### src/design/spd_pkg.sv
// shared types and constants of the sensor packet deframer
package spd_pkg;

    localparam int PACKET_BYTES = 10;
    localparam int VALUE_DIGITS = 5;
    localparam int HIST_BYTES   = PACKET_BYTES - 1;
    localparam int CODE_POS     = 3;
    localparam int VALUE_POS    = 4;

    localparam int CH_W     = 2;
    localparam int FILL_W   = 4;
    localparam int KIND_W   = 4;
    localparam int VAL_W    = 17;
    localparam int RAW_W    = 18;
    localparam int DIFF_W   = 19;
    localparam int SCALED_W = 26;
    localparam int OFFSET_W = 16;
    localparam int GAIN_W   = 8;
    localparam int CFG_W    = 16;
    localparam int CFG_IDX_W = 1;

    typedef logic [7:0] byte_t;

    localparam byte_t CHAR_A     = 8'h61;
    localparam byte_t CHAR_B     = 8'h62;
    localparam byte_t CHAR_BANG  = 8'h21;
    localparam byte_t CHAR_PLUS  = 8'h2b;
    localparam byte_t CHAR_MINUS = 8'h2d;
    localparam byte_t CHAR_ZERO  = 8'h30;
    localparam byte_t CHAR_NINE  = 8'h39;
    localparam byte_t CHAR_SPACE = 8'h20;
    localparam byte_t CHAR_TAB   = 8'h09;
    localparam byte_t CHAR_CR    = 8'h0d;
    localparam byte_t CODE_TEMP  = 8'h31;
    localparam byte_t CODE_ACCEL = 8'h32;
    localparam byte_t CODE_DIST  = 8'h34;
    localparam byte_t CODE_RAD   = 8'h35;
    localparam byte_t CODE_HUMID = 8'h36;
    localparam byte_t CODE_VOLT  = 8'h37;
    localparam byte_t CODE_LVOLT = 8'h41;
    localparam byte_t CODE_LCURR = 8'h42;

    typedef logic [KIND_W-1:0] kind_t;

    localparam kind_t KIND_TEMP    = 4'd0;
    localparam kind_t KIND_ACCEL   = 4'd1;
    localparam kind_t KIND_DIST    = 4'd2;
    localparam kind_t KIND_RAD     = 4'd3;
    localparam kind_t KIND_HUMID   = 4'd4;
    localparam kind_t KIND_VOLT    = 4'd5;
    localparam kind_t KIND_LVOLT   = 4'd6;
    localparam kind_t KIND_LCURR   = 4'd7;
    localparam kind_t KIND_UNKNOWN = 4'd8;

    localparam logic [OFFSET_W-1:0] RESET_OFFSET = 16'd323;
    localparam logic [GAIN_W-1:0]   RESET_GAIN   = 8'd24;

    localparam logic [CFG_IDX_W-1:0] CFG_OFFSET = 1'b0;
    localparam logic [CFG_IDX_W-1:0] CFG_GAIN   = 1'b1;

    typedef struct packed {
        logic [CH_W-1:0]               channel;
        byte_t                         code;
        byte_t [VALUE_DIGITS-1:0]      chars;
    } frame_t;

endpackage

### src/design/spd_in_if.sv
// input channel: one tagged serial byte per item
interface spd_in_if;
    import spd_pkg::*;

    logic              valid;
    logic              ready;
    logic [CH_W-1:0]   channel;
    logic [7:0]        data_byte;

    modport source (output valid, output channel, output data_byte, input ready);
    modport sink   (input valid, input channel, input data_byte, output ready);
endinterface

### src/design/spd_out_if.sv
// output channel: one decoded sensor packet per item
interface spd_out_if;
    import spd_pkg::*;

    logic                       valid;
    logic                       ready;
    logic [CH_W-1:0]            out_channel;
    logic [7:0]                 sensor_code;
    logic [KIND_W-1:0]          sensor_kind;
    logic signed [RAW_W-1:0]    raw_value;
    logic signed [SCALED_W-1:0] scaled_value;
    logic                       recorded;

    modport source (output valid, output out_channel, output sensor_code,
                    output sensor_kind, output raw_value, output scaled_value,
                    output recorded, input ready);
    modport sink   (input valid, input out_channel, input sensor_code,
                    input sensor_kind, input raw_value, input scaled_value,
                    input recorded, output ready);
endinterface

### src/design/spd_cell.sv
// one window position: holds the byte of every channel at that place
module spd_cell #(
    parameter int CHANNELS = 3,
    parameter int CH_IDX_W = 2
) (
    input  logic                clk,
    input  logic                shift_en,
    input  logic [CH_IDX_W-1:0] ch_idx,
    input  spd_pkg::byte_t      din,
    output spd_pkg::byte_t      dout
);
    import spd_pkg::*;

    byte_t bytes_reg [CHANNELS];

    always_ff @(posedge clk)
    begin
        if (shift_en)
        begin
            bytes_reg[ch_idx] <= din;
        end
    end

    assign dout = bytes_reg[ch_idx];

endmodule

### src/design/spd_post.sv
// packet back end: value parse, kind decode, rescale and output register
module spd_post (
    input  logic                          clk,
    input  logic                          rst_n,
    input  logic                          frame_valid,
    output logic                          frame_ready,
    input  spd_pkg::frame_t               frame,
    input  logic [spd_pkg::OFFSET_W-1:0]  scale_offset,
    input  logic [spd_pkg::GAIN_W-1:0]    scale_gain,
    spd_out_if.source                     out
);
    import spd_pkg::*;

    localparam logic [1:0] PH_LEAD   = 2'd0;
    localparam logic [1:0] PH_DIGITS = 2'd1;
    localparam logic [1:0] PH_DONE   = 2'd2;

    function automatic kind_t kind_of(input byte_t code);
        kind_t k;
        case (code)
            CODE_TEMP:  k = KIND_TEMP;
            CODE_ACCEL: k = KIND_ACCEL;
            CODE_DIST:  k = KIND_DIST;
            CODE_RAD:   k = KIND_RAD;
            CODE_HUMID: k = KIND_HUMID;
            CODE_VOLT:  k = KIND_VOLT;
            CODE_LVOLT: k = KIND_LVOLT;
            CODE_LCURR: k = KIND_LCURR;
            default:    k = KIND_UNKNOWN;
        endcase
        return k;
    endfunction

    // strtol-like: skip spaces, optional sign, then digits until a non-digit
    function automatic logic signed [RAW_W-1:0] parse_value(
        input byte_t [VALUE_DIGITS-1:0] c
    );
        logic [1:0]           phase;
        logic                 neg;
        logic [VAL_W-1:0]     v;
        logic                 is_dig;
        logic                 is_sp;
        logic [RAW_W-1:0]     mag;
        phase = PH_LEAD;
        neg   = 1'b0;
        v     = '0;
        for (int i = 0; i < VALUE_DIGITS; i++)
        begin
            is_dig = (c[i] >= CHAR_ZERO) && (c[i] <= CHAR_NINE);
            is_sp  = (c[i] == CHAR_SPACE) || ((c[i] >= CHAR_TAB) && (c[i] <= CHAR_CR));
            case (phase)
                PH_LEAD:
                begin
                    if (is_sp)
                    begin
                        phase = PH_LEAD;
                    end
                    else if ((c[i] == CHAR_PLUS) || (c[i] == CHAR_MINUS))
                    begin
                        neg   = (c[i] == CHAR_MINUS);
                        phase = PH_DIGITS;
                    end
                    else if (is_dig)
                    begin
                        v     = {13'b0, c[i][3:0]};
                        phase = PH_DIGITS;
                    end
                    else
                    begin
                        phase = PH_DONE;
                    end
                end
                PH_DIGITS:
                begin
                    if (is_dig)
                    begin
                        v = (v << 3) + (v << 1) + {13'b0, c[i][3:0]};
                    end
                    else
                    begin
                        phase = PH_DONE;
                    end
                end
                default:
                begin
                    phase = PH_DONE;
                end
            endcase
        end
        mag = {1'b0, v};
        return neg ? $signed(-mag) : $signed(mag);
    endfunction

    // stage a: captured frame
    logic   a_valid_reg;
    frame_t a_frame_reg;

    // stage b: decoded fields
    logic                    b_valid_reg;
    logic [CH_W-1:0]         b_channel_reg;
    byte_t                   b_code_reg;
    kind_t                   b_kind_reg;
    logic signed [RAW_W-1:0] b_raw_reg;

    // output register
    logic                       o_valid_reg;
    logic [CH_W-1:0]            o_channel_reg;
    byte_t                      o_code_reg;
    kind_t                      o_kind_reg;
    logic signed [RAW_W-1:0]    o_raw_reg;
    logic signed [SCALED_W-1:0] o_scaled_reg;
    logic                       o_recorded_reg;

    logic o_free;
    logic b_free;
    logic a_free;

    assign o_free      = !o_valid_reg || out.ready;
    assign b_free      = !b_valid_reg || o_free;
    assign a_free      = !a_valid_reg || b_free;
    assign frame_ready = a_free;

    kind_t                    a_kind;
    byte_t [VALUE_DIGITS-1:0] a_chars;
    logic signed [RAW_W-1:0]  a_raw;

    always_comb
    begin
        a_kind = kind_of(a_frame_reg.code);
        for (int i = 0; i < VALUE_DIGITS; i++)
        begin
            // temperature value characters arrive last digit first
            a_chars[i] = (a_kind == KIND_TEMP) ? a_frame_reg.chars[VALUE_DIGITS-1-i]
                                               : a_frame_reg.chars[i];
        end
        a_raw = parse_value(a_chars);
    end

    logic signed [DIFF_W-1:0]        b_diff;
    logic signed [DIFF_W+GAIN_W:0]   b_prod;
    logic signed [SCALED_W-1:0]      b_scaled;
    logic                            b_scale_sel;
    logic                            b_recorded;

    always_comb
    begin
        b_diff      = $signed({b_raw_reg[RAW_W-1], b_raw_reg})
                    - $signed({3'b000, scale_offset});
        b_prod      = b_diff * $signed({1'b0, scale_gain});
        b_scale_sel = (b_kind_reg == KIND_TEMP) || (b_kind_reg == KIND_ACCEL)
                   || (b_kind_reg == KIND_VOLT);
        b_recorded  = b_scale_sel || (b_kind_reg == KIND_HUMID);
        b_scaled    = b_scale_sel ? b_prod[SCALED_W-1:0]
                                  : {{(SCALED_W-RAW_W){b_raw_reg[RAW_W-1]}}, b_raw_reg};
    end

    always_ff @(posedge clk or negedge rst_n)
    begin
        if (!rst_n)
        begin
            a_valid_reg <= 1'b0;
            b_valid_reg <= 1'b0;
            o_valid_reg <= 1'b0;
        end
        else
        begin
            if (a_free)
            begin
                a_valid_reg <= frame_valid;
            end
            if (b_free)
            begin
                b_valid_reg <= a_valid_reg;
            end
            if (o_free)
            begin
                o_valid_reg <= b_valid_reg;
            end
        end
    end

    always_ff @(posedge clk)
    begin
        if (a_free && frame_valid)
        begin
            a_frame_reg <= frame;
        end
        if (b_free && a_valid_reg)
        begin
            b_channel_reg <= a_frame_reg.channel;
            b_code_reg    <= a_frame_reg.code;
            b_kind_reg    <= a_kind;
            b_raw_reg     <= a_raw;
        end
        if (o_free && b_valid_reg)
        begin
            o_channel_reg  <= b_channel_reg;
            o_code_reg     <= b_code_reg;
            o_kind_reg     <= b_kind_reg;
            o_raw_reg      <= b_raw_reg;
            o_scaled_reg   <= b_scaled;
            o_recorded_reg <= b_recorded;
        end
    end

    assign out.valid        = o_valid_reg;
    assign out.out_channel  = o_channel_reg;
    assign out.sensor_code  = o_code_reg;
    assign out.sensor_kind  = o_kind_reg;
    assign out.raw_value    = o_raw_reg;
    assign out.scaled_value = o_scaled_reg;
    assign out.recorded     = o_recorded_reg;

endmodule

### src/design/sensor_packet_deframer_core.sv
// sensor packet deframer: per-channel sliding byte window, match and decode
// throughput: one byte per cycle unless out stalls, non-closing bytes take no pipeline slot
// a packet item is captured into stage a at the edge that takes its closing byte,
// then parsed and decoded into stage b, then rescaled by the multiply into the output register
// the window is a row of nine byte cells that shift once per non-closing byte of their channel
// reset: rst_n clears fill counts and pipeline valids at once, registers return to 323 and 24
module sensor_packet_deframer_core #(
    parameter int CHANNELS = 3
) (
    input  logic                            clk,
    input  logic                            rst_n,
    spd_in_if.sink                          in,
    spd_out_if.source                       out,
    input  logic                            cfg_we,
    input  logic [spd_pkg::CFG_IDX_W-1:0]   cfg_index,
    input  logic [spd_pkg::CFG_W-1:0]       cfg_data
);
    import spd_pkg::*;

    localparam int CH_IDX_W = (CHANNELS > 1) ? $clog2(CHANNELS) : 1;

    logic [OFFSET_W-1:0] offset_reg;
    logic [GAIN_W-1:0]   gain_reg;

    always_ff @(posedge clk or negedge rst_n)
    begin
        if (!rst_n)
        begin
            offset_reg <= RESET_OFFSET;
            gain_reg   <= RESET_GAIN;
        end
        else if (cfg_we)
        begin
            case (cfg_index)
                CFG_OFFSET: offset_reg <= cfg_data[OFFSET_W-1:0];
                CFG_GAIN:   gain_reg   <= cfg_data[GAIN_W-1:0];
                default:    offset_reg <= offset_reg;
            endcase
        end
    end

    logic                ch_ok;
    logic [CH_IDX_W-1:0] ch_idx;
    logic                accept;
    logic                frame_ready;
    logic                frame_valid;
    logic                full;
    logic                match;
    logic                shift_en;
    frame_t              frame;
    logic [FILL_W-1:0]   fill_reg [CHANNELS];
    logic [FILL_W-1:0]   fill_cur;
    byte_t               hist [HIST_BYTES];

    assign ch_ok    = int'(in.channel) < CHANNELS;
    assign ch_idx   = CH_IDX_W'(in.channel);
    assign in.ready = frame_ready;
    assign accept   = in.valid && frame_ready && ch_ok;
    assign fill_cur = fill_reg[ch_idx];
    assign full     = fill_cur == FILL_W'(HIST_BYTES);

    // the incoming byte is the tenth one, so '!' is checked on it directly
    assign match = full && (hist[0] == CHAR_A) && (hist[1] == CHAR_B)
                && (hist[2] == CHAR_A) && (in.data_byte == CHAR_BANG);
    assign shift_en    = accept && !match;
    assign frame_valid = accept && match;

    genvar k;
    generate
        for (k = 0; k < HIST_BYTES; k++)
        begin : g_cell
            byte_t cell_din;
            if (k == HIST_BYTES - 1)
            begin : g_last
                assign cell_din = in.data_byte;
            end
            else
            begin : g_mid
                assign cell_din = hist[k+1];
            end
            spd_cell #(
                .CHANNELS (CHANNELS),
                .CH_IDX_W (CH_IDX_W)
            ) u_cell (
                .clk      (clk),
                .shift_en (shift_en),
                .ch_idx   (ch_idx),
                .din      (cell_din),
                .dout     (hist[k])
            );
        end
    endgenerate

    always_ff @(posedge clk or negedge rst_n)
    begin
        if (!rst_n)
        begin
            for (int c = 0; c < CHANNELS; c++)
            begin
                fill_reg[c] <= '0;
            end
        end
        else if (accept)
        begin
            if (match)
            begin
                fill_reg[ch_idx] <= '0;
            end
            else if (!full)
            begin
                fill_reg[ch_idx] <= fill_cur + FILL_W'(1);
            end
        end
    end

    always_comb
    begin
        frame.channel = in.channel;
        frame.code    = hist[CODE_POS];
        for (int i = 0; i < VALUE_DIGITS; i++)
        begin
            frame.chars[i] = hist[VALUE_POS+i];
        end
    end

    spd_post u_post (
        .clk          (clk),
        .rst_n        (rst_n),
        .frame_valid  (frame_valid),
        .frame_ready  (frame_ready),
        .frame        (frame),
        .scale_offset (offset_reg),
        .scale_gain   (gain_reg),
        .out          (out)
    );

endmodule

### src/flat_wrapper.sv
// flat-port wrapper written by rule: the top's interface ports become plain ports
module sensor_packet_deframer_core_flat import spd_pkg::*;
#(
    parameter int CHANNELS = 3
)
  (clk, rst_n, cfg_we, cfg_index, cfg_data, in_valid, in_channel, in_data_byte, in_ready, out_valid, out_out_channel, out_sensor_code, out_sensor_kind, out_raw_value, out_scaled_value, out_recorded, out_ready);
  spd_in_if in_i ();
  spd_out_if out_i ();
  input  logic clk;
  input  logic rst_n;
  input  logic cfg_we;
  input  logic [spd_pkg::CFG_IDX_W-1:0] cfg_index;
  input  logic [spd_pkg::CFG_W-1:0] cfg_data;
  input wire logic [$bits(in_i.valid)-1:0] in_valid;
  input wire logic [$bits(in_i.channel)-1:0] in_channel;
  input wire logic [$bits(in_i.data_byte)-1:0] in_data_byte;
  output wire logic [$bits(in_i.ready)-1:0] in_ready;
  output wire logic [$bits(out_i.valid)-1:0] out_valid;
  output wire logic [$bits(out_i.out_channel)-1:0] out_out_channel;
  output wire logic [$bits(out_i.sensor_code)-1:0] out_sensor_code;
  output wire logic [$bits(out_i.sensor_kind)-1:0] out_sensor_kind;
  output wire logic [$bits(out_i.raw_value)-1:0] out_raw_value;
  output wire logic [$bits(out_i.scaled_value)-1:0] out_scaled_value;
  output wire logic [$bits(out_i.recorded)-1:0] out_recorded;
  input wire logic [$bits(out_i.ready)-1:0] out_ready;
  assign in_i.valid = in_valid;
  assign in_i.channel = in_channel;
  assign in_i.data_byte = in_data_byte;
  assign in_ready = in_i.ready;
  assign out_valid = out_i.valid;
  assign out_out_channel = out_i.out_channel;
  assign out_sensor_code = out_i.sensor_code;
  assign out_sensor_kind = out_i.sensor_kind;
  assign out_raw_value = out_i.raw_value;
  assign out_scaled_value = out_i.scaled_value;
  assign out_recorded = out_i.recorded;
  assign out_i.ready = out_ready;
  sensor_packet_deframer_core #(.CHANNELS(CHANNELS)) u_core (.clk(clk), .rst_n(rst_n), .in(in_i), .out(out_i), .cfg_we(cfg_we), .cfg_index(cfg_index), .cfg_data(cfg_data));
endmodule
### config.mk
export PLATFORM = sky130hd
export DESIGN_NAME = sensor_packet_deframer_core_flat
export DESIGN_NICKNAME = d
export VERILOG_FILES = /design/src/design/spd_pkg.sv /design/src/design/spd_in_if.sv /design/src/design/spd_out_if.sv /design/src/design/spd_cell.sv /design/src/design/spd_post.sv /design/src/design/sensor_packet_deframer_core.sv /design/src/flat_wrapper.sv
export SDC_FILE = /design/constraint.sdc
export NUM_CORES = 1
export LEC_CHECK = 0
export BUFFER_PORTS_ARGS = -buffer_cell sky130_fd_sc_hd__buf_2
export CELL_PAD_IN_SITES_DETAIL_PLACEMENT = 1
export CELL_PAD_IN_SITES_GLOBAL_PLACEMENT = 2
export CORE_MARGIN = 8
export CORE_UTILIZATION = 46
export CTS_CLUSTER_SIZE = 20
export DETAILED_ROUTE_END_ITERATION = 6
export PLACE_DENSITY_LB_ADDON = 0.25
export SLEW_MARGIN = 5
export SYNTH_ARGS = -nofsm -noshare
export SYNTH_HDL_FRONTEND = slang
export SYNTH_SLANG_ARGS = --single-unit
export TNS_END_PERCENT = 50
### constraint.sdc
create_clock -name clk -period 14.8 [get_ports clk]
set_input_delay 0.74 -clock clk [delete_from_list [all_inputs] [get_ports clk]]
set_output_delay 0.74 -clock clk [all_outputs]
set_load 0.01 [all_outputs]
* After elaboration in Yosys (flattened, before gate mapping)
Memories as Yosys holds them, arrays and structs flattened.
Cells that the tools add are included.
** Storage, ports and cells
- Bits in registers :: 180
- RAM bits :: 216
- Output and inout port bits :: 61
- Word-level logic and storage cells :: 233
- Memories kept :: 9
** Memories
- u_core.g_cell[0].u_cell.bytes_reg :: depth 3, bits a word 8, read ports 1, clocked after Yosys merged registers in 0, write ports 1, RTL line spd_cell.sv:14 : byte_t bytes_reg [CHANNELS];
- u_core.g_cell[1].u_cell.bytes_reg :: depth 3, bits a word 8, read ports 1, clocked after Yosys merged registers in 0, write ports 1, RTL line spd_cell.sv:14
- u_core.g_cell[2].u_cell.bytes_reg :: depth 3, bits a word 8, read ports 1, clocked after Yosys merged registers in 0, write ports 1, RTL line spd_cell.sv:14
- u_core.g_cell[3].u_cell.bytes_reg :: depth 3, bits a word 8, read ports 1, clocked after Yosys merged registers in 0, write ports 1, RTL line spd_cell.sv:14
- u_core.g_cell[4].u_cell.bytes_reg :: depth 3, bits a word 8, read ports 1, clocked after Yosys merged registers in 0, write ports 1, RTL line spd_cell.sv:14
- u_core.g_cell[5].u_cell.bytes_reg :: depth 3, bits a word 8, read ports 1, clocked after Yosys merged registers in 0, write ports 1, RTL line spd_cell.sv:14
- 3 more memories
** Operators by class
- Add/subtract/negate cells :: 11
- $mul :: 1
- Magnitude comparators :: 23
- Eq/ne operators :: 36
- Mux-type cells :: 72
- Bitwise operators :: 4
- Reductions and logical operators :: 51
** Operators by type and width (count)
- $mux 17 :: 17
- $eq 8x6->1 const B :: 22
- $pmux 17 s2 :: 4
- $add 17x17->17 :: 4
- $add 17x4->17 :: 4
- $eq 8x7->1 const B :: 5
- $ge 8x4->1 const B :: 5
- $ge 8x6->1 const B :: 5
- $le 8x4->1 const B :: 5
- $le 8x6->1 const B :: 5
- $mux 8 :: 4
- $pmux 4 s8 :: 1
- $mux 2 :: 15
- $mul 19x9->26 :: 1
- $mux 26 :: 1
- $mux 12 :: 2
- $mux 4 :: 6
- $logic_and 1x1->1 :: 22
- $sub 18x17->19 :: 1
- $neg 17->18 :: 1
- $logic_or 1x1->1 :: 16
- $mux 1 :: 16
- $and 12x12->12 :: 1
- $bwmux 12 :: 1
- other kinds (19) :: 34

* Logic depth before layout (Yosys ltp)
- Depth after elaboration :: 27
- Depth in mapped cells :: 44
- Mapped depth without buffers :: 41

* Hierarchy
A second synthesis with hierarchy kept.
** Unflattened totals
- Cell total of the unflattened synthesis :: 2325
- Area, all modules :: 25802.2 um2
** Modules (own cells, without submodules)
- spd_post :: instances 1, cells each 1671, area each 15658.8 um2
- spd_cell :: instances 9, cells each 54, area each 932.1 um2
- sensor_packet_deframer_core :: instances 1, cells each 168, area each 1754.2 um2

* Worst setup path after synthesis
No wires, ideal clock.
- Path kind :: in2reg
- Start :: input in_channel[0]
- End :: memory u_core.g_cell[0].u_cell.bytes_reg[0][0] (netlist bit) (enable)
- Arrival time :: 9375 ps
- Data required time :: 14121 ps
- Setup slack :: 4746 ps
- Stages on the path :: 12
- Path buffers :: 3
- Path through :: clkbuf_1 -> buf_1 -> clkbuf_1 -> mux2i_1 -> o21ai_0 -> inv_1 -> ha_1 -> nand2_1 -> nor2_1 -> nand3_1 -> nor4_1 -> nor4_1
** Between the ends
- Word-level cells in the longest chain between the ends :: 13
- Elaborated cells between the ends (all ways) :: 21
** RTL lines
- from (decl) :: RTL line flat_wrapper.sv:15 : input wire logic [$bits(in_i.channel)-1:0] in_channel;
- $not 2->3 (implied by the code) :: RTL line sensor_packet_deframer_core.sv:59 : assign fill_cur = fill_reg[ch_idx];
- $bmux 4 s2 :: RTL line sensor_packet_deframer_core.sv:59
- $mux 4 (implied by the code) (2 in a row) :: RTL line sensor_packet_deframer_core.sv:59
- $eq 4x4->1 :: RTL line sensor_packet_deframer_core.sv:60 : assign full = fill_cur == FILL_W'(HIST_BYTES);
- $logic_and 1x1->1 (2 in a row) :: RTL line sensor_packet_deframer_core.sv:63 : assign match = full && (hist[0] == CHAR_A) && (hist[1] == CHAR_B)
- $logic_and 1x1->1 (2 in a row) :: RTL line sensor_packet_deframer_core.sv:64 : && (hist[2] == CHAR_A) && (in.data_byte == CHAR_BANG);
- $logic_not 1->1 :: RTL line sensor_packet_deframer_core.sv:65 : assign shift_en = accept && !match;
- $logic_and 1x1->1 :: RTL line sensor_packet_deframer_core.sv:65
- $mux 1 :: RTL line spd_cell.sv:18 : if (shift_en)
- $mux 1 (implied by the code) :: RTL line spd_cell.sv:20 : bytes_reg[ch_idx] <= din;
- to (decl) :: RTL line spd_cell.sv:14
Several ways; a longest one is shown, not always the timed one. The select of a mux whose other input is x is not followed.

* Final worst setup path
- Start :: register u_core.u_post.a_frame_reg[47] (netlist bit)
- End :: register u_core.u_post.b_raw_reg[16], data pin
** Between the ends
- Word-level cells in the longest chain between the ends :: 27
- Elaborated cells between the ends (all ways) :: 128
** RTL lines
- from (decl) :: RTL line spd_post.sv:96 : frame_t a_frame_reg;
- from (signal assigned) :: RTL line spd_post.sv:186 : a_frame_reg <= frame;
- $eq 8x7->1 or $eq 8x6->1 (tied branches) :: RTL line spd_post.sv:20 : case (code)
- $pmux 4 s8 * :: RTL line spd_post.sv:20
- $logic_not 4->1 * :: RTL line spd_post.sv:133 : a_chars[i] = (a_kind == KIND_TEMP) ? a_frame_reg.chars[VALUE_DIGITS-1-i]
- $mux 8 :: RTL line spd_post.sv:133
- $ge 8x6->1 or $le 8x6->1 (tied branches) :: RTL line spd_post.sv:49 : is_dig = (c[i] >= CHAR_ZERO) && (c[i] <= CHAR_NINE);
- $logic_and 1x1->1 :: RTL line spd_post.sv:49
- $mux 4 :: RTL line spd_post.sv:63 : else if (is_dig)
- $mux 4 :: RTL line spd_post.sv:58 : else if ((c[i] == CHAR_PLUS) || (c[i] == CHAR_MINUS))
- (+12 left out)
- $pmux 17 s2 :: RTL line spd_post.sv:51 : case (phase)
- $add 17x17->17 or $mux 17 (tied branches) :: RTL line spd_post.sv:77, spd_post.sv:63
- $add 17x4->17 or $mux 17 (tied branches) :: RTL line spd_post.sv:77, spd_post.sv:58
- $mux 17 (on tied branches) :: RTL line spd_post.sv:75, spd_post.sv:54
- $pmux 17 s2 :: RTL line spd_post.sv:51
- $neg 17->18 :: RTL line spd_post.sv:91 : return neg ? $signed(-mag) : $signed(mag);
- $mux 17 * :: RTL line spd_post.sv:91
- via u_core.u_post.a_raw[16] :: RTL line spd_post.sv:125 : logic signed [RAW_W-1:0] a_raw;
- to (signal assigned) :: RTL line spd_post.sv:193 : b_raw_reg <= a_raw;
- to (decl) :: RTL line spd_post.sv:103 : logic signed [RAW_W-1:0] b_raw_reg;
Mark *: on every way through the listed nets, which the timed path passes. The rest lies on a longest branch.
A chain may end at the register's enable or synchronous reset.

==> impl_results.md <==
* Worst-skew pair later-pin latency at 0.58 ns
* Count of filler cells inserted in the layout at 5734
* Maximum single-stage delay on the critical path at 0.66 ns
* Net count after synthesis at 2481
* Async SR Flop Fraction at 0.0985
* Floorplan core area at 53400 µm²
* Detailed-route wire length at between 60000 and 70000 µm
* Reg-to-Reg Start: u_core.u_post.a_frame_reg[47]$_DFFE_PP_
* Horiz. Die Dim at 247 µm
* Post-CTS sizing at 0
* Maximum buffer depth of the clock tree at 3
* Highest achievable clock rate at between 90 and 100 MHz
* Initial standard-cell utilization of the core at 0.462
* Count of unique library cells instantiated by Yosys at 93
* Proportion of power drawn by the clock network at 0.191
* Number of detailed-routing iterations run before antenna repair at 5
* CTS tree: yes
* Clock input transition at the sequential cells of the worst setup and hold paths at 0.06 ns
* Final std cell area, no fill at 27300 µm²
* Number of register bits inferred by synthesis at about 400
* Number of warnings issued by yosys at 0
* Worst-path cell with the longest stage delay: sky130_fd_sc_hd__o41ai_1
* Critical Path Most Common Cell: sky130_fd_sc_hd__ha_1
* H-tree lvl count at 2
* Largest area contributor in the netlist: sky130_fd_sc_hd__edfxtp_1
* Combinational group share of total power at 0.575
* Worst R2R End: u_core.u_post.b_raw_reg[16]$_DFFE_PP_
* Syn Area/Cell at ~11 µm²
* Setup repair after global routing missed its margin: no
* Share of the clock period used by the worst path after layout at 0.696
* Fraction of final layout cells sized beyond drive strength 1 at 0.108
* Number of rows created at floorplan at 85
* Critical path type: flop to flop
* Die area at 61200 µm²
* Largest register FFs at 216
* Number of remaining DRC errors at 0
* Post-route worst setup slack at about 4.5 ns
* Detail-routed via count per cell at 5.57
* Outcome: finished clean
* Area after detailed placement at 25900 µm²
* Buffers inserted by post-CTS timing repair at 0
* Worst min-delay path class: primary input to async pin
* Number of global-route vias before repair at 18200
* Worst Setup End Kind: flop
* Share of the yosys chip area belonging to registers at 0.475
* Endpoints failing setup at 0
* Layout Area Growth over Synthesis at 10.6%
* Maximum fanout along the worst path at 30
* Most common library cell in the layout ignoring fill and taps: sky130_fd_sc_hd__edfxtp_1
* Portion of total power attributed to sequential cells at 0.233
* Post-route non-filler standard cell count at 2995
* Slack of the worst reg-to-reg path at 4.50 ns
* Maximum number of pins on one net before global-route repair at 86
* Relative slew slack at 0.264
* Final hold violations at 0
* Layout Utilization at 0.510
* Startpoint type of the worst setup path: flop
* Overall fraction of global-route tracks in use at 0.211
* Vias after detailed routing at 16700
* Placed Instances at a little under 3000
* Routed Antenna Nets at 0
* Final Critical Period at 10.30 ns
* Port buffer count at 92
* I/O pin total at 93
* R2r worst-path depth at 37
* Switching power summed over all nets at 2.34 mW
* GPL Wtd Cong at 0.865
* Worst vdd rail ir drop at 196 µV
* Worst clock skew at 0.0333 ns
* Tightest hold margin at 0.309 ns
* Power density over the cells at between 200 and 250 nW/µm²
* Top cells by area in the synthesized netlist: sky130_fd_sc_hd__edfxtp_1 43%, sky130_fd_sc_hd__fa_1 10%, sky130_fd_sc_hd__ha_1 7.3%
* TritonCTS Buffers at between 40 and 50
* Required time of the worst setup path at 15.10 ns
* Synth Cell Area at 24600 µm²
* Final Total Pwr at 5.57 mW
* Pre-CTS setup slack at 4.53 ns
* Antenna violations before repair at 0
* Hold buffer count at CTS at 0
* Placed wire-length estimate at 46900 µm
* Root cell of the clock tree: sky130_fd_sc_hd__clkbuf_16
* Detail-routed net length per standard cell at 21.3 µm
* Global-route congestion overflow total at 0
* Final net count at 2563
* Slew Viols, Final at 0
* Number of flops mapped to enable cells by yosys at 357
* Commonest cells after routing, fill and taps aside: 357 x sky130_fd_sc_hd__edfxtp_1, 252 x sky130_fd_sc_hd__nand2_1, 223 x sky130_fd_sc_hd__inv_1
* Max_cap viols at 0
* DIE HEIGHT at 247 µm
* Internal power component at 3.23 mW
* Switching power as a share of total power at 0.420
* Clock tree sinks at 396
* Ant diodes at 0
* Top-area cell type share of the netlist area at 0.435
* Accumulated negative setup slack at 0 ns
* Slew at the pin closest to its max-slew limit at between 1 and 1.5 ns
* Synthesized instance count at 2182
* Leakage power of the design at around 11 nW
* Number of DRC violations after detailed-routing iteration 0 at 779
* Most instantiated flip-flop cell in the synthesis netlist: sky130_fd_sc_hd__edfxtp_1
* Endpoint arrival time on the critical path at roughly 11 ns
* Global-route wire length before repair at a little over 100000 µm
-- final cells by class --
type                       instances  area (µm²)  area share
clock buffer                      58        1150      0.0423
clock inverter                    23         246     0.00904
inverter                         223         837      0.0307
multi-input combinational       1488       11800       0.434
sequential                       396       11700       0.429
tap                              696         871      0.0320
timing repair buffer             111         608      0.0223
-- cells in the mapped netlist (all sizes together), types with 13 or more instances --
| cell | n |
|---|---|
| a21o | 19 |
| a21oi | 76 |
| a31oi | 17 |
| and2 | 86 |
| and3 | 13 |
| buf | 15 |
| clkbuf | 60 |
| dfrtp | 33 |
| edfxtp | 357 |
| fa | 124 |
| ha | 143 |
| inv | 223 |
| mux2 | 29 |
| mux2i | 82 |
| nand2 | 253 |
| nand2b | 14 |
| nand3 | 36 |
| nand4 | 15 |
| nor2 | 91 |
| nor2b | 26 |
| nor3 | 37 |
| o21ai | 164 |
| xnor2 | 55 |
| xor2 | 35 |
-- worst max-delay path: cells and delay by family (launching register included) --
family                     cells  cell delay, ns
muxes                          1            0.41
AOI/OAI and AO/OA             13            3.73
buffers and inverters          3            0.52
DFF                            1            0.42
and+or+nand+nor                8            1.29
xor gates and xnor gates       4            0.54
adders and majority gates      8            3.10
-- cells by family after synthesis --
kind of cell    share of synthesized area
flops                               0.475
xor+xnor                           0.0320
compound gates                     0.0967
mux                                0.0467
buf+inv                            0.0463
simple gates                        0.130
fa+ha+maj                           0.173
-- power by group through the flow --
stage | combinational (mW) | clock, mW | sequential (mW)
floorplan | 2.46 | 0 | 1.30
global placement | 3.15 | 0 | 1.32
detailed placement | 3.22 | 0 | 1.32
CTS | 3.27 | 1.09 | 1.30
global route | 3.66 | 1.13 | 1.30
finish | 3.20 | 1.06 | 1.30
-- layer usage --
metal,GRT usage,routed length [µm]
met2,0.367,31100
met4,0.0512,1390
met3,0.0240,1930
met5,0,0
met1,0.280,29300
-- how the worst max path moves through the flow --
| stage | start | endpoint | slack [ns] | cells past startpoint |
|---|---|---|---|---|
| after global routing | u_core.u_post.a_frame_reg[42]$_DFFE_PP_ | u_core.u_post.b_raw_reg[16]$_DFFE_PP_ | 3.87 | 37 |
| after detailed placement | u_core.u_post.a_frame_reg[47]$_DFFE_PP_ | u_core.u_post.b_raw_reg[16]$_DFFE_PP_ | 4.53 | 37 |
| after CTS | u_core.u_post.a_frame_reg[47]$_DFFE_PP_ | u_core.u_post.b_raw_reg[16]$_DFFE_PP_ | 4.41 | 37 |
| after floorplan | in_channel[0] | u_core.g_cell[0].u_cell.bytes_reg[0][0]$_DFFE_PP_ | 4.75 | 12 |
| after global placement | u_core.u_post.a_frame_reg[42]$_DFFE_PP_ | u_core.u_post.b_raw_reg[16]$_DFFE_PP_ | 4.86 | 37 |
| final | u_core.u_post.a_frame_reg[47]$_DFFE_PP_ | u_core.u_post.b_raw_reg[16]$_DFFE_PP_ | 4.50 | 37 |
Power figures use the tool's default switching activity.
